<file path="src/rtl/tlv_frame_field_extractor_defines.svh">
// assertion helpers shared by the rtl
`ifndef TLV_FRAME_FIELD_EXTRACTOR_DEFINES_SVH
`define TLV_FRAME_FIELD_EXTRACTOR_DEFINES_SVH

// same-cycle implication, checked while out of reset
`define TLVFFX_ASSERT_SAME(lbl, ante, cons, msg) \
  lbl: assert property (@(posedge clk) disable iff (!rst_n) (ante) |-> (cons)) else $error(msg);

// next-cycle implication, checked while out of reset
`define TLVFFX_ASSERT_NEXT(lbl, ante, cons, msg) \
  lbl: assert property (@(posedge clk) disable iff (!rst_n) (ante) |=> (cons)) else $error(msg);

`endif

</file>
<file path="src/rtl/tlvffx_pkg.sv">
package tlvffx_pkg;

  localparam int unsigned POS_W     = 9;
  localparam int unsigned HDR_LEN   = 7;
  localparam int unsigned ENTRY_HDR = 2;
  localparam int unsigned WORD_W    = 32;
  localparam int unsigned WORD_BYTES = WORD_W / 8;

  typedef enum logic [2:0] {
    PH_HEADER  = 3'd0,
    PH_TYPE    = 3'd1,
    PH_LEN     = 3'd2,
    PH_SKIP    = 3'd3,
    PH_CAPTURE = 3'd4,
    PH_DONE    = 3'd5,
    PH_IDLE    = 3'd6
  } phase_t;

  typedef enum logic [2:0] {
    ST_FOUND     = 3'd0,
    ST_NOT_FOUND = 3'd1,
    ST_SHORT     = 3'd2,
    ST_BAD_HDR   = 3'd3,
    ST_PAST_END  = 3'd4,
    ST_MALFORMED = 3'd5
  } status_t;

  typedef enum logic [1:0] {
    CFG_MAGIC_FIRST  = 2'd0,
    CFG_MAGIC_SECOND = 2'd1,
    CFG_VERSION      = 2'd2
  } cfg_index_t;

  typedef struct packed {
    logic       in_body;
    logic       enter_body;
    logic       too_short;
    logic       past_end;
    logic       bad;
    logic [7:0] seq_number;
    logic [7:0] module_number;
    logic [7:0] message_kind;
    logic [7:0] body_length;
  } hdr_info_t;

  typedef struct packed {
    logic              active;
    logic              found;
    logic              malformed;
    logic [7:0]        value_length;
    logic [7:0]        value_offset;
    logic [WORD_W-1:0] value_word;
  } walk_info_t;

  typedef struct packed {
    logic [WORD_W-1:0] value_word;
    logic [7:0]        value_offset;
    logic [7:0]        value_length;
    logic [7:0]        body_length;
    logic [7:0]        message_kind;
    logic [7:0]        module_number;
    logic [7:0]        seq_number;
    status_t           status;
  } result_t;

endpackage

</file>
<file path="src/rtl/tlvffx_header.sv">
module tlvffx_header (
  input  logic                  clk,
  input  logic                  rst_n,
  input  logic                  go,
  input  logic                  first,
  input  logic [7:0]            data_byte,
  input  logic [7:0]            magic_first,
  input  logic [7:0]            magic_second,
  input  logic [7:0]            expected_version,
  output tlvffx_pkg::hdr_info_t info
);

  localparam int unsigned PW = tlvffx_pkg::POS_W;

  logic [PW-1:0] pos_r, pos_nxt, pos_cur;
  logic          bad_r, bad_nxt;
  logic [7:0]    store_r [4];
  logic [7:0]    store_nxt [4];
  logic [1:0]    sidx;

  always_comb begin
    pos_cur   = first ? '0 : pos_r;
    bad_nxt   = first ? 1'b0 : bad_r;
    store_nxt = store_r;
    sidx      = 2'(pos_cur - PW'(3));
    if (pos_cur == PW'(0) && data_byte != magic_first) bad_nxt = 1'b1;
    if (pos_cur == PW'(1) && data_byte != magic_second) bad_nxt = 1'b1;
    if (pos_cur == PW'(2) && data_byte != expected_version) bad_nxt = 1'b1;
    if (pos_cur >= PW'(3) && pos_cur < PW'(tlvffx_pkg::HDR_LEN)) store_nxt[sidx] = data_byte;
    pos_nxt = (&pos_cur) ? pos_cur : pos_cur + PW'(1);
  end

  always_comb begin
    info.in_body       = pos_cur >= PW'(tlvffx_pkg::HDR_LEN);
    info.enter_body    = pos_cur == PW'(tlvffx_pkg::HDR_LEN - 1);
    info.too_short     = pos_cur < PW'(tlvffx_pkg::HDR_LEN - 1);
    info.past_end      = (PW'(store_nxt[3]) + PW'(tlvffx_pkg::HDR_LEN - 1)) > pos_cur;
    info.bad           = bad_nxt;
    info.seq_number    = store_nxt[0];
    info.module_number = store_nxt[1];
    info.message_kind  = store_nxt[2];
    info.body_length   = store_nxt[3];
  end

  always_ff @(posedge clk) begin
    if (!rst_n) begin
      pos_r <= '0;
      bad_r <= 1'b0;
    end else if (go) begin
      pos_r <= pos_nxt;
      bad_r <= bad_nxt;
    end
  end

  always_ff @(posedge clk) begin
    if (go) begin
      store_r <= store_nxt;
    end
  end

endmodule

</file>
<file path="src/rtl/tlvffx_walker.sv">
module tlvffx_walker #(
  parameter int unsigned VALUE_BYTES = 4
) (
  input  logic                   clk,
  input  logic                   rst_n,
  input  logic                   go,
  input  logic                   first,
  input  logic                   last,
  input  logic [7:0]             data_byte,
  input  logic [7:0]             query_type,
  input  tlvffx_pkg::hdr_info_t  hdr,
  output tlvffx_pkg::walk_info_t info
);

  localparam int unsigned PW       = tlvffx_pkg::POS_W;
  localparam int unsigned WW       = tlvffx_pkg::WORD_W;
  localparam int unsigned NLANE    = tlvffx_pkg::WORD_BYTES;
  localparam int unsigned CAP      = (VALUE_BYTES < NLANE) ? VALUE_BYTES : NLANE;
  localparam int unsigned CW       = $clog2(CAP + 1);

  tlvffx_pkg::phase_t phase_r, phase_cur, phase_nxt;
  logic          hit_r, hit_cur, hit_nxt;
  logic [7:0]    wanted_r, wanted_cur;
  logic [7:0]    rem_r, rem_cur, rem_nxt;
  logic [PW-1:0] off_r, off_cur, off_nxt;
  logic          found_r, found_cur, found_nxt;
  logic          mal_r, mal_cur, mal_nxt;
  logic [CW-1:0] cnt_r, cnt_cur, cnt_nxt;
  logic [WW-1:0] word_r, word_cur, word_nxt;
  logic [7:0]    mlen_r, mlen_cur, mlen_nxt;
  logic [7:0]    moff_r, moff_cur, moff_nxt;
  logic [PW-1:0] blen9, start;
  logic          active;

  // frame restart view
  always_comb begin
    phase_cur  = first ? tlvffx_pkg::PH_HEADER : phase_r;
    wanted_cur = first ? query_type : wanted_r;
    hit_cur    = first ? 1'b0 : hit_r;
    rem_cur    = first ? '0 : rem_r;
    off_cur    = first ? '0 : off_r;
    found_cur  = first ? 1'b0 : found_r;
    mal_cur    = first ? 1'b0 : mal_r;
    cnt_cur    = first ? '0 : cnt_r;
    word_cur   = first ? '0 : word_r;
    mlen_cur   = first ? '0 : mlen_r;
    moff_cur   = first ? '0 : moff_r;
    active     = first || (phase_r != tlvffx_pkg::PH_IDLE);
  end

  // next state
  always_comb begin
    phase_nxt = phase_cur;
    hit_nxt   = hit_cur;
    rem_nxt   = rem_cur;
    off_nxt   = off_cur;
    found_nxt = found_cur;
    mal_nxt   = mal_cur;
    cnt_nxt   = cnt_cur;
    word_nxt  = word_cur;
    mlen_nxt  = mlen_cur;
    moff_nxt  = moff_cur;
    blen9     = PW'(hdr.body_length);
    start     = off_cur + PW'(1);
    if (hdr.enter_body) phase_nxt = tlvffx_pkg::PH_TYPE;
    if (hdr.in_body && off_cur < blen9) begin
      off_nxt = start;
      unique case (phase_cur)
        tlvffx_pkg::PH_TYPE: begin
          if (off_cur + PW'(tlvffx_pkg::ENTRY_HDR) > blen9) begin
            phase_nxt = tlvffx_pkg::PH_DONE;
          end else begin
            hit_nxt   = data_byte == wanted_cur;
            phase_nxt = tlvffx_pkg::PH_LEN;
          end
        end
        tlvffx_pkg::PH_LEN: begin
          if (start + PW'(data_byte) > blen9) begin
            mal_nxt   = 1'b1;
            phase_nxt = tlvffx_pkg::PH_DONE;
          end else if (hit_cur) begin
            found_nxt = 1'b1;
            mlen_nxt  = data_byte;
            moff_nxt  = start[7:0];
            rem_nxt   = data_byte;
            cnt_nxt   = '0;
            word_nxt  = '0;
            phase_nxt = (data_byte == 8'd0) ? tlvffx_pkg::PH_DONE : tlvffx_pkg::PH_CAPTURE;
          end else begin
            rem_nxt   = data_byte;
            phase_nxt = (data_byte == 8'd0) ? tlvffx_pkg::PH_TYPE : tlvffx_pkg::PH_SKIP;
          end
        end
        tlvffx_pkg::PH_SKIP: begin
          rem_nxt = rem_cur - 8'd1;
          if (rem_nxt == 8'd0) phase_nxt = tlvffx_pkg::PH_TYPE;
        end
        tlvffx_pkg::PH_CAPTURE: begin
          if (cnt_cur < CW'(CAP)) begin
            for (int i = 0; i < NLANE; i++) begin
              if (i < CAP && cnt_cur == CW'(i)) word_nxt[8*i +: 8] = data_byte;
            end
            cnt_nxt = cnt_cur + CW'(1);
          end
          rem_nxt = rem_cur - 8'd1;
          if (rem_nxt == 8'd0) phase_nxt = tlvffx_pkg::PH_DONE;
        end
        default: begin
        end
      endcase
    end
    if (last) phase_nxt = tlvffx_pkg::PH_IDLE;
  end

  // outputs
  always_comb begin
    info.active       = active;
    info.found        = found_nxt;
    info.malformed    = mal_nxt;
    info.value_length = mlen_nxt;
    info.value_offset = moff_nxt;
    info.value_word   = word_nxt;
  end

  always_ff @(posedge clk) begin
    if (!rst_n) begin
      phase_r  <= tlvffx_pkg::PH_HEADER;
      wanted_r <= '0;
      hit_r    <= 1'b0;
      rem_r    <= '0;
      off_r    <= '0;
      found_r  <= 1'b0;
      mal_r    <= 1'b0;
      cnt_r    <= '0;
      word_r   <= '0;
      mlen_r   <= '0;
      moff_r   <= '0;
    end else if (go && active) begin
      phase_r  <= phase_nxt;
      wanted_r <= wanted_cur;
      hit_r    <= hit_nxt;
      rem_r    <= rem_nxt;
      off_r    <= off_nxt;
      found_r  <= found_nxt;
      mal_r    <= mal_nxt;
      cnt_r    <= cnt_nxt;
      word_r   <= word_nxt;
      mlen_r   <= mlen_nxt;
      moff_r   <= moff_nxt;
    end
  end

endmodule

</file>
<file path="src/rtl/tlv_frame_field_extractor.sv">
// a result is registered when the frame's last byte leaves the input register
// throughput: one byte per cycle, stalling only while a result waits at the output
// the input register and the parse logic feed one result register
// rst_n is synchronous, active low: clears the parser, both pipeline valids and
// the three header check registers
module tlv_frame_field_extractor #(
  parameter int unsigned VALUE_BYTES = 4
) (
  input  logic        clk,
  input  logic        rst_n,
  input  logic        in_tvalid,
  output logic        in_tready,
  input  logic [15:0] in_tdata,   // data_byte, query_type
  input  logic        in_tuser,   // first_byte
  input  logic        in_tlast,
  output logic        out_tvalid,
  input  logic        out_tready,
  output logic [87:0] out_tdata,  // status, seq_number, module_number, message_kind,
                                  // body_length, value_length, value_offset, value_word
  input  logic        cfg_valid,
  output logic        cfg_ready,
  input  logic [1:0]  cfg_index,
  input  logic [7:0]  cfg_data
);

  `include "tlv_frame_field_extractor_defines.svh"

  localparam int unsigned RW = $bits(tlvffx_pkg::result_t);

  logic [7:0] magic_first_r, magic_second_r, version_r;

  logic       s1_v_r;
  logic [7:0] s1_data_r, s1_query_r;
  logic       s1_first_r, s1_last_r;
  logic       out_free, s1_go, go_act, emit;

  logic                 out_v_r;
  tlvffx_pkg::result_t  res_r, res_nxt;

  tlvffx_pkg::hdr_info_t  hdr;
  tlvffx_pkg::walk_info_t walk;

  assign cfg_ready = 1'b1;

  always_ff @(posedge clk) begin
    if (!rst_n) begin
      magic_first_r  <= '0;
      magic_second_r <= '0;
      version_r      <= '0;
    end else if (cfg_valid) begin
      unique case (cfg_index)
        tlvffx_pkg::CFG_MAGIC_FIRST:  magic_first_r  <= cfg_data;
        tlvffx_pkg::CFG_MAGIC_SECOND: magic_second_r <= cfg_data;
        tlvffx_pkg::CFG_VERSION:      version_r      <= cfg_data;
        default: begin
        end
      endcase
    end
  end

  assign out_free  = !out_v_r || out_tready;
  assign s1_go     = s1_v_r && out_free;
  assign in_tready = !s1_v_r || s1_go;
  assign go_act    = s1_go && walk.active;
  assign emit      = go_act && s1_last_r;

  always_ff @(posedge clk) begin
    if (!rst_n) begin
      s1_v_r <= 1'b0;
    end else if (in_tready) begin
      s1_v_r <= in_tvalid;
    end
  end

  always_ff @(posedge clk) begin
    if (in_tready && in_tvalid) begin
      s1_data_r  <= in_tdata[7:0];
      s1_query_r <= in_tdata[15:8];
      s1_first_r <= in_tuser;
      s1_last_r  <= in_tlast;
    end
  end

  tlvffx_header u_header (
    .clk              (clk),
    .rst_n            (rst_n),
    .go               (go_act),
    .first            (s1_first_r),
    .data_byte        (s1_data_r),
    .magic_first      (magic_first_r),
    .magic_second     (magic_second_r),
    .expected_version (version_r),
    .info             (hdr)
  );

  tlvffx_walker #(
    .VALUE_BYTES (VALUE_BYTES)
  ) u_walker (
    .clk        (clk),
    .rst_n      (rst_n),
    .go         (s1_go),
    .first      (s1_first_r),
    .last       (s1_last_r),
    .data_byte  (s1_data_r),
    .query_type (s1_query_r),
    .hdr        (hdr),
    .info       (walk)
  );

  // status by priority
  always_comb begin
    res_nxt = '0;
    if (hdr.too_short) begin
      res_nxt.status = tlvffx_pkg::ST_SHORT;
    end else if (hdr.bad) begin
      res_nxt.status = tlvffx_pkg::ST_BAD_HDR;
    end else begin
      res_nxt.seq_number    = hdr.seq_number;
      res_nxt.module_number = hdr.module_number;
      res_nxt.message_kind  = hdr.message_kind;
      res_nxt.body_length   = hdr.body_length;
      if (hdr.past_end) begin
        res_nxt.status = tlvffx_pkg::ST_PAST_END;
      end else if (walk.found) begin
        res_nxt.status       = tlvffx_pkg::ST_FOUND;
        res_nxt.value_length = walk.value_length;
        res_nxt.value_offset = walk.value_offset;
        res_nxt.value_word   = walk.value_word;
      end else if (walk.malformed) begin
        res_nxt.status = tlvffx_pkg::ST_MALFORMED;
      end else begin
        res_nxt.status = tlvffx_pkg::ST_NOT_FOUND;
      end
    end
  end

  always_ff @(posedge clk) begin
    if (!rst_n) begin
      out_v_r <= 1'b0;
    end else if (emit) begin
      out_v_r <= 1'b1;
    end else if (out_tready) begin
      out_v_r <= 1'b0;
    end
  end

  always_ff @(posedge clk) begin
    if (emit) begin
      res_r <= res_nxt;
    end
  end

  assign out_tvalid = out_v_r;
  assign out_tdata  = {(88 - RW)'(0), res_r};

  `TLVFFX_ASSERT_SAME(a_status_range, out_tvalid, out_tdata[2:0] <= tlvffx_pkg::ST_MALFORMED, "status code out of range")
  `TLVFFX_ASSERT_SAME(a_value_zero, out_tvalid && out_tdata[2:0] != tlvffx_pkg::ST_FOUND, out_tdata[82:35] == '0, "value fields set without a match")
  `TLVFFX_ASSERT_NEXT(a_emit_source, s1_v_r && !s1_last_r && !(out_v_r && !out_tready), !$rose(out_v_r), "result without last byte")

endmodule
</file>
<file path="config.mk">
export PLATFORM = sky130hd
export DESIGN_NAME = tlv_frame_field_extractor
export DESIGN_NICKNAME = d
export VERILOG_FILES = /design/src/rtl/tlvffx_pkg.sv /design/src/rtl/tlvffx_header.sv /design/src/rtl/tlvffx_walker.sv /design/src/rtl/tlv_frame_field_extractor.sv
export VERILOG_INCLUDE_DIRS = /design/src /design/src/rtl
export SDC_FILE = /design/constraint.sdc
export NUM_CORES = 1
export LEC_CHECK = 0
export BUFFER_PORTS_ARGS = -buffer_cell sky130_fd_sc_hd__clkbuf_2
export CORE_MARGIN = 2
export CORE_UTILIZATION = 56
export DETAILED_ROUTE_END_ITERATION = 8
export GPL_ROUTABILITY_DRIVEN = 0
export PLACE_DENSITY_LB_ADDON = 0.15
export SYNTH_ARGS = -nofsm -noshare
export SYNTH_HDL_FRONTEND = slang
export SYNTH_SLANG_ARGS = --single-unit
</file>
<file path="constraint.sdc">
create_clock -name clk -period 8.55 [get_ports clk]
set_input_delay 0 -clock clk [delete_from_list [all_inputs] [get_ports clk]]
set_output_delay 0 -clock clk [all_outputs]
set_load 0.02 [all_outputs]
</file>
==> flow_summary_export.csv, run 1 <==
group,metric,value,unit
pwr,p_sw_share,24.5,%
worst_hold_path,min_path_type,"primary input to flop",
layout,nets,1547,
critical_path,worstSetupStartpointType,"flop",
sta,rsz0062_at_grt,"no",
layout,multiInputGateArea,0.00652,sq mm
clock_tree,path_clk_slew,0.06,ns
detailed_routing,ant_nets,0,
critical_path,rrSetupSlack,2.64,ns
grt,grt_remaining_overflow,0,
critical_path,critPathCaptureType,"flop",
placed_design,hpwlAfterDp,21600,microns
sta,clock.fmax,0.169,GHz
critical_path,crit_arrival,6.38,ns
die,ios,124,
grt,antenna_found_initial,0,
synthesis,ys_seq_elements,251,
worst_hold_path,min_from,"cfg_index[0]",
layout,fillers,1911,
layout,areaGrowthSynthToFinish,14.3,%
clock_tree,h-tree-depth,1,
worst_hold_path,hold_depth,5,
die,die_area,0.0253,sq mm
critical_path,r2r_start,"s1_first_r",
synthesis,ys.flop_type,"edfxtp_1",
run,drv_cap,0,
synthesis,synth_edf_count,133,
layout,ff_latch_area,0.00636,sq mm
pwr,total_leakage_power,5.74,nW
pwr,comb_power_share,8.9,%
die,start_util,57.2,%
layout,drive_gt1_share,16.4,%
synthesis,netlist_area,0.0135,sq mm
layout,final_common_cell,"nand2_1",
detailed_routing,drt-total-wl,33800,microns
sta,timing.final.ws_setup,2.64,ns
clock_tree,cts_root_buf,"clkbuf_16",
critical_path,r2r_cells,16,
detailed_routing,first_pass_iters,5,
critical_path,cp_max_fo,24,
die,chipHeight,159,microns
clock_tree,cts_tree,"done",
run_status,outcome,"finished clean",
synthesis,syn_inst,1365,
sta,max_slew_margin,25.1,%
detailed_routing,wl_per_cell,18.8,microns
pwr,power_frac_clock,44.2,%
synthesis,synth_seq_area_share,47.2,%
synthesis,synthTopCellsByArea,"edfxtp_1, dfxtp_1, ha_1, nand2_1, a21oi_1",
critical_path,path_class,"flop to flop",
pwr,peakVddDrop,0.201,mV
critical_path,reg2reg_to,"u_walker.moff_r[3]",
detailed_routing,via_per_inst,5.96,
synthesis,ys.warnings.count,0,
sta,setup_tns,0,ns
sta,setup_viol,0,
grt,track_usage,26.2,%
die,rows,56,
clock_tree,clk_latency,0.54,ns
worst_hold_path,hold_end,"magic_first_r[7]",
layout,fin_util,65.3,%
pwr,p_int,2.11,mW
synthesis,synthArstFlopShare,0,%
sta,tightestPinTransition,1.12,ns
sta,period_minus_slack,5.91,ns
detailed_routing,drtIter0Drc,1055,
clock_tree,cts.sinks,251,
critical_path,critPathRequiredTime,9.02,ns
pwr,powerDensity,181,mW/mm^2
detailed_routing,drc,0,
layout,diodes,0,
grt,grt_start_max_net_pins,101,
sta,fin_crit_sh,69.1,%
synthesis,synth_top_area_cell,"edfxtp_1",
synthesis,netlist.area_leader.share,29.7,%
placed_design,portBuffers,117,
sta,clock_skew,0.0154,ns
sta,slew_violations,0,
synthesis,synth_cell_type_count,86,
detailed_routing,vias,10800,
synthesis,avgSynthCellArea,9.86,sq um
die,die_w,159,microns
clock_tree,cts-buffers-inserted,27,
die,core_area,0.0235,sq mm
pwr,p_seq_share,46.9,%
placed_design,dp_slack,2.76,ns
clock_tree,cts_buffer_depth,3,
pwr,p_switching,0.684,mW
sta,hold_violations,0,
layout,mostFrequentLayoutCells,"nand2_1, edfxtp_1, dfxtp_1",
grt,grt_pass1_vias,10100,
grt,grt_pass1_wl,54600,microns
-- worst max path at each step --
stage                     startpoint                   to  slack [ns]  depth (start not counted)
after CTS                 s1_first_r   u_walker.moff_r[3]        2.74                         16
after global placement    s1_first_r   u_walker.mlen_r[5]        2.99                         16
after floorplan           s1_first_r  u_walker.phase_r[2]        2.64                         25
after global routing      s1_first_r        out_tdata[74]        2.21                         17
final                     s1_first_r   u_walker.moff_r[3]        2.64                         16
after detailed placement  s1_first_r   u_walker.moff_r[3]        2.76                         16
-- final cells by class --
class / instances / area share (%)
multi-input cells: 982 / 42.4
flip-flops and latches: 251 / 41.3
repair buffers: 166 / 6.67
clock buffers: 28 / 4.55
well taps: 319 / 2.59
clock inverters: 21 / 1.59
inverters: 36 / 0.886
-- state kept, by name, summed over array words and instances, names as in the netlist, 9 cells and up --
register          count
u_header.pos_r        9
u_walker.word_r      32
u_header.store_r     32
out_tdata            83
u_walker.off_r        9
-- stage by stage --
stage / total power [mW] / hold WS (ns) / area [sq um] / std cells
3_3_place_gp: 1.57 / 0.177 / 14100 / 1725
5_1_grt: 2.87 / 0.0782 / 15400 / 1803
6_report: 2.79 / 0.0387 / 15400 / 1803
4_1_cts: 2.80 / 0.0244 / 15400 / 1803
2_1_floorplan: 1.50 / 0.0989 / 13500 / 1369
3_5_place_dp: 1.57 / 0.179 / 14100 / 1725
-- worst max-delay path, stage by stage, from the launching register on --
cell and delay [ns]:
edfxtp_1 0.43, inv_2 0.38, nand2_1 0.24, inv_1 0.22
ha_1 0.32, nor2b_1 0.12, or4b_4 0.63, nor2_8 0.28
mux2i_1 0.68, ha_1 0.37, a21o_1 0.19, a311oi_1 0.25
a21oi_1 0.13, a21o_2 0.29, a21boi_4 0.49, and2_1 0.57
a22o_1 0.21
-- synthesized netlist by cell type (7+ instances only) --
library cell,number
nor3_1,17
nand4_1,47
xor2_1,16
a31oi_1,9
o22ai_1,24
nor4_1,10
o211ai_1,8
a32oi_1,10
ha_1,49
xnor2_1,51
nand2b_1,10
and3_1,15
nand2_1,161
a21o_1,15
nand3_1,53
a22oi_1,7
clkbuf_1,58
mux2i_1,46
dfxtp_1,118
inv_1,32
edfxtp_1,133
and2_1,17
a21boi_0,13
buf_4,11
o21ai_0,42
a211oi_1,8
nor2_1,52
buf_1,13
a22o_1,16
nor2b_1,69
o21a_1,9
a21oi_1,93
buf_2,13
mux2_2,25
-- kinds of logic (layout without fill, tap and decap cells) --
| family | count (synthesis) | in the layout | share of synthesized area [%] |
|---|---|---|---|
| multiplexers | 71 | 71 | 5.51 |
| AO/OA/AOI/OAI | 299 | 299 | 14.9 |
| adder cells (fa/ha/maj) | 51 | 51 | 4.78 |
| other | 2 | 6 | 0.0558 |
| flip-flops | 251 | 251 | 47.2 |
| buffers and inverters | 136 | 251 | 4.50 |
| XOR/XNOR | 68 | 68 | 4.48 |
| AND/OR/NAND/NOR | 487 | 487 | 18.6 |
-- power groups by stage --
| stage | Clock [mW] | Sequential (mW) | Combinational [mW] |
|---|---|---|---|
| after floorplan | 0 | 1.34 | 0.156 |
| after global placement | 0 | 1.33 | 0.231 |
| after detailed placement | 0 | 1.34 | 0.234 |
| after CTS | 1.25 | 1.31 | 0.245 |
| after global routing | 1.29 | 1.31 | 0.269 |
| final | 1.23 | 1.31 | 0.248 |
-- routing by layer --
layer  vias to the layer above  global-route usage (%)  wire, microns
met2                       395                    40.4          15000
met3                        56                    3.72           2270
met4                         0                    6.45            725
met1                      5143                    39.2          15800
li1                       5159                       -              -
met5                         -                       0              0
-- repair_timing --
action                                 in CTS  in global routing
resized for setup                           0                  0
endpoints found under the hold margin      44                  0
buffers inserted                            0                  0
hold buffers                               29                  0
(Power assumes the default switching activity.)
==> run 2: changes to the inputs <==
Settings changed: ABC_AREA from default to 1, CORE_UTILIZATION 56 to 55.
Clock period 8.55 ns to 4.9 ns, I/O delays scaled along.
==> run 2 against run 1 <==
Global-route usage increased by 2.4 points; clock skew rose by 0.00081 ns; cell count increased by 31%; largest cell class unchanged; routed wire length increased by 20%; first-iteration DRC count up 39%; clock power rose by 76%; fmax is 30% higher; critical path type unchanged; combinational power grew to 2.9 times the previous value; highest routed layer unchanged.
==> flow_summary_export.csv, run 2 <==
group,metric,value,unit
run_status,outcome,"finished clean",
clock_tree,path_clk_slew,0.07,ns
critical_path,r2r_cells,30,
clock_tree,clk_latency,0.56,ns
grt,grt_remaining_overflow,0,
critical_path,r2r_start,"s1_first_r",
synthesis,synth.most_common_cell,"nand2_1",
critical_path,worstSetupStartpointType,"flop",
synthesis,synth_top_area_cell,"edfxtp_1",
clock_tree,cts-buffers-inserted,28,
pwr,comb_power_share,13.7,%
critical_path,rrSetupSlack,0.35,ns
placed_design,post_dp_cell_area,0.0153,sq mm
pwr,p_switching,1.40,mW
synthesis,syn_inst,1865,
placed_design,hpwlAfterDp,26100,microns
critical_path,crit_top_cell,"nand2_1",
synthesis,synth_cell_type_count,53,
clock_tree,h-tree-depth,1,
die,rows,59,
detailed_routing,drt-total-wl,40600,microns
pwr,peakVddDrop,0.238,mV
grt,grt_pass1_vias,12100,
pwr,power_frac_clock,41.3,%
detailed_routing,ant_nets,0,
die,start_util,55.7,%
critical_path,crit_start,"s1_first_r",
detailed_routing,wl_per_cell,17.2,microns
clock_tree,cts_tree,"done",
worst_hold_path,min_path_type,"primary input to flop",
synthesis,synth_edf_count,133,
critical_path,slowest_stage,"edfxtp_1",
sta,setup_viol,0,
sta,fin_crit_sh,92.9,%
detailed_routing,drtIter0Drc,1462,
sta,rsz0062_at_grt,"no",
layout,top_register,"out_tdata",
layout,design_area,0.0168,sq mm
clock_tree,cts_buffer_depth,3,
placed_design,portBuffers,117,
worst_hold_path,min_from,"cfg_valid",
synthesis,avgSynthCellArea,7.71,sq um
pwr,total_leakage_power,7.24,nW
sta,setup_tns,0,ns
pwr,p_int,3.83,mW
synthesis,synth_seq_area_share,44.2,%
synthesis,netlist_area,0.0144,sq mm
grt,track_usage,28.7,%
layout,nets,2089,
critical_path,critPathRequiredTime,5.20,ns
critical_path,path_class,"flop to flop",
detailed_routing,vias,13300,
sta,slew_violations,0,
layout,ff_latch_area,0.00636,sq mm
die,die_area,0.0275,sq mm
layout,final_common_cell,"nand2_1",
sta,tightestPinTransition,1.00,ns
layout,reg_top3,"out_tdata: 83 flops, u_header.store_r: 32 flops, u_walker.word_r: 32 flops",
detailed_routing,wl_met3,3310,microns
synthesis,ys.flop_type,"edfxtp_1",
critical_path,cp_slowest_stage_delay,0.45,ns
sta,clock.fmax,0.220,GHz
die,ios,124,
die,die_w,166,microns
pwr,powerDensity,312,mW/mm^2
detailed_routing,top_layer,"met4",
die,chipHeight,166,microns
critical_path,crit_arrival,4.85,ns
clock_tree,cts.sinks,251,
clock_tree,cts_root_buf,"clkbuf_16",
critical_path,crit_path_end,"out_tdata[51]",
layout,fillers,2235,
grt,grt_start_max_net_pins,85,
detailed_routing,via_per_inst,5.61,
layout,areaGrowthSynthToFinish,16.6,%
detailed_routing,wl_met1,17300,microns
sta,clock_skew,0.0162,ns
sta,period_minus_slack,4.55,ns
synthesis,ys.warnings.count,0,
detailed_routing,drc,0,
layout,multiInputGateArea,0.00664,sq mm
layout,drive_gt1_share,14.1,%
sta,max_slew_margin,33.2,%
synthesis,synthTopCellsByCount,"nand2_1, inv_1, nor2_1, o21ai_0, a21oi_1",
synthesis,ys_seq_elements,251,
synthesis,synthTopCellsByArea,"edfxtp_1, dfxtp_1, nand2_1, inv_1, nor2_1",
synthesis,netlist.area_leader.share,27.8,%
pwr,p_sw_share,26.8,%
sta,hold_violations,0,
critical_path,cp_max_fo,35,
layout,diodes,0,
critical_path,critPathCaptureType,"flop",
layout,largest_reg_flops,83,
critical_path,reg2reg_to,"out_tdata[51]",
synthesis,synthArstFlopShare,0,%
pwr,p_seq_share,45.0,%
grt,antenna_found_initial,0,
detailed_routing,first_pass_iters,6,
die,core_area,0.0258,sq mm
detailed_routing,dr_wl_met2,18500,microns
layout,mostFrequentLayoutCells,"nand2_1, inv_1, nor2_1",
run,drv_cap,0,
grt,grt_pass1_wl,64100,microns
run 2: cell families (layout without fill, tap and decap cells):
| family | after synthesis | in the layout | share of synthesized area [%] |
|---|---|---|---|
| AND/OR/NAND/NOR | 760 | 760 | 22.9 |
| AO/OA/AOI/OAI | 388 | 388 | 15.2 |
| buffers and inverters | 364 | 523 | 10.2 |
| flip-flops | 251 | 251 | 44.2 |
| adder cells (fa/ha/maj) | 50 | 50 | 4.40 |
| XOR/XNOR | 42 | 42 | 2.56 |
| multiplexers | 8 | 8 | 0.557 |
| other | 2 | 6 | 0.0522 |
run 2: power by group through the flow:
stage	registers, mW	logic, mW	clock network, mW
2_1_floorplan	2.41	0.450	0
3_3_place_gp	2.39	0.642	0
3_5_place_dp	2.40	0.658	0
4_1_cts	2.35	0.685	2.19
5_1_grt	2.36	0.790	2.27
6_report	2.35	0.716	2.16
run 2: per-stage QoR:
stage	instances	power, mW	worst slack, ns	hold slack (ns)	util, %
after floorplan	1869	2.86	0.834	0.0989	-
after global placement	2266	3.04	0.349	0.178	59.3
after detailed placement	2266	3.05	0.197	0.179	59.3
after CTS	2357	5.22	0.183	0.00615	64.5
after global routing	2363	5.42	0.0321	0.0789	64.9
final	2363	5.23	0.348	0.0323	64.9
run 2: critical path: cells and delay by family, from the launching register on:
family | cells | cell delay (ns)
xor+xnor | 1 | 0.16
flops | 1 | 0.45
compound gates | 4 | 0.67
simple gates | 18 | 1.71
buf+inv | 5 | 0.73
fa+ha+maj | 2 | 0.57
run 2: cell type report:
class,instances,share of cell area (%)
repair buffers,200,8.16
inverters,271,6.12
clock inverters,10,0.560
flip-flops and latches,251,37.9
multi-input cells,1254,39.6
well taps,335,2.50
clock buffers,42,5.17
run 2: worst min-delay path by stage:
stage	end	slack [ns]	depth (start not counted)
finish	magic_second_r[4]	0.03	5
global route	magic_second_r[0]	0.08	5
CTS	magic_second_r[4]	0.006	5
detailed placement	s1_query_r[6]	0.18	1
global placement	s1_query_r[6]	0.18	1
floorplan	s1_data_r[0]	0.1	0
run 2: timing repair:
action | CTS | global route
hold buffers | 39 | 0
setup endpoints to repair | 0 | 93
resized for setup | 0 | 14
buffers inserted | 0 | 6
hold endpoints to repair | 45 | 0
run 2: per-layer routing:
layer	global-route usage (%)	up-vias
met5	0	-
met3	4.73	110
li1	-	6364
met4	9.34	0
met2	46.6	584
met1	39.3	6205
==> run 3: changes to the inputs <==
Settings changed: HOLD_SLACK_MARGIN from default to 0.08, MAX_ROUTING_LAYER from default to met4.
==> run 3 against run 2 <==
Fmax down 0.42%; register-to-register slack worse by 0.02 ns; sequential share of layout area down 0.068 points; clock skew down 0.0021 ns; critical path depth unchanged; core utilization up 0.12 points; combinational power about the same; first-iteration DRC count down 4.5%; routed wire length up 0.13%; highest routed layer unchanged; via count about the same; non-clock buffer count up 3; power about the same.
==> flow_summary_export.csv, run 3 (synthesis gave the netlist of run 2 again) <==
group,metric,value,unit
run_status,outcome,"finished clean",
sta,period_minus_slack,4.57,ns
layout,fillers,2231,
grt,grt_pass1_vias,12100,
die,start_util,55.7,%
pwr,power,5.23,mW
pwr,p_sw_share,26.8,%
detailed_routing,wl_per_cell,17.2,microns
critical_path,cp_num_buf_inv,5,
critical_path,critPathCaptureType,"flop",
grt,grt_pass1_wl,64200,microns
critical_path,slowest_stage,"edfxtp_1",
die,die_w,166,microns
layout,mostFrequentLayoutCells,"nand2_1, inv_1, nor2_1",
pwr,p_int,3.83,mW
run,drv_cap,0,
clock_tree,cts_buffer_depth,3,
grt,grt_start_max_net_pins,85,
die,chipHeight,166,microns
die,core_area,0.0258,sq mm
clock_tree,cts-buffers-inserted,28,
pwr,p_seq_share,45.0,%
layout,reg_top3,"out_tdata: 83 flops, u_header.store_r: 32 flops, u_walker.word_r: 32 flops",
sta,fin_crit_sh,93.3,%
clock_tree,clk_latency,0.56,ns
clock_tree,cts_tree,"done",
critical_path,crit_family,"simple AND/OR/NAND/NOR gates",
pwr,p_switching,1.40,mW
die,ios,124,
sta,rsz0062_at_grt,"no",
layout,ff_latch_area,0.00636,sq mm
detailed_routing,drc,0,
layout,design_area,0.0168,sq mm
pwr,power_frac_clock,41.3,%
critical_path,cp_slowest_stage_delay,0.45,ns
detailed_routing,via_per_inst,5.60,
critical_path,path_class,"flop to flop",
layout,areaGrowthSynthToFinish,16.8,%
clock_tree,h-tree-depth,1,
sta,slew_violations,0,
layout,final_common_cell,"nand2_1",
die,rows,59,
detailed_routing,vias,13300,
sta,max_slew_margin,32.6,%
pwr,powerDensity,311,mW/mm^2
sta,clock.fmax,0.219,GHz
critical_path,worstSetupStartpointType,"flop",
layout,drive_gt1_share,14.1,%
sta,setup_tns,0,ns
layout,top_register,"out_tdata",
pwr,comb_power_share,13.7,%
pwr,peakVddDrop,0.238,mV
clock_tree,cts.sinks,251,
placed_design,hpwlAfterDp,26100,microns
die,die_area,0.0275,sq mm
critical_path,cp_max_fo,35,
detailed_routing,drt-total-wl,40700,microns
critical_path,crit_arrival,4.87,ns
detailed_routing,drtIter0Drc,1396,
clock_tree,cts_root_buf,"clkbuf_16",
worst_hold_path,min_path_type,"primary input to flop",
pwr,total_leakage_power,7.26,nW
grt,antenna_found_initial,0,
grt,grt_remaining_overflow,0,
placed_design,portBuffers,117,
critical_path,crit_top_cell,"nand2_1",
layout,nets,2092,
critical_path,critPathRequiredTime,5.20,ns
sta,hold_violations,0,
clock_tree,path_clk_slew,0.07,ns
sta,tightestPinTransition,1.01,ns
sta,setup_viol,0,
detailed_routing,first_pass_iters,6,
layout,multiInputGateArea,0.00664,sq mm
grt,track_usage,29.6,%
sta,clock_skew,0.0141,ns
layout,largest_reg_flops,83,
layout,diodes,0,
detailed_routing,ant_nets,0,
placed_design,post_dp_cell_area,0.0153,sq mm
run 3: path summary, 6_finish.rpt:
path	cells past startpoint	slack [ns]	end	startpoint
worst max-delay path	30	0.33	out_tdata[80]	s1_first_r
worst min-delay path	2	0.15	s1_query_r[0]	in_tdata[8]
worst max register to register	30	0.33	out_tdata[80]	s1_first_r
worst min register to register	2	0.46	version_r[4]	version_r[4]
run 3: area by class of cell:
cell class	instances	area share (%)
clock buffers	42	5.16
clock inverters	10	0.559
inverters	271	6.11
multi-input cells	1254	39.5
flip-flops and latches	251	37.8
well taps	335	2.50
repair buffers	203	8.33
run 3: metrics by stage:
stage | instances | util [%] | hold slack [ns] | worst slack, ns
2_1_floorplan | 1869 | - | 0.0989 | 0.834
3_3_place_gp | 2266 | 59.3 | 0.178 | 0.349
3_5_place_dp | 2266 | 59.3 | 0.179 | 0.197
4_1_cts | 2360 | 64.6 | 0.137 | 0.183
5_1_grt | 2366 | 65.0 | 0.166 | 0.0321
6_report | 2366 | 65.0 | 0.155 | 0.329
run 3: layer usage:
layer	up-vias	GRT usage [%]	wire [microns]
li1	6367	-	-
met1	6195	39.5	17300
met2	585	46.5	18500
met3	110	4.37	3320
met4	0	9.60	1470
met5	-	-	0
run 3: what timing repair did:
item / CTS / global route
endpoints found under the hold margin: 45 / 0
endpoints found under the setup margin: 0 / 93
hold buffers: 42 / 0
resized for setup: 0 / 14
setup buffers: 0 / 6
run 3: power groups by stage:
stage	Sequential, mW	Combinational, mW	Clock [mW]
finish	2.35	0.718	2.16
global route	2.36	0.792	2.27
CTS	2.35	0.687	2.19
detailed placement	2.40	0.658	0
global placement	2.39	0.642	0
floorplan	2.41	0.450	0
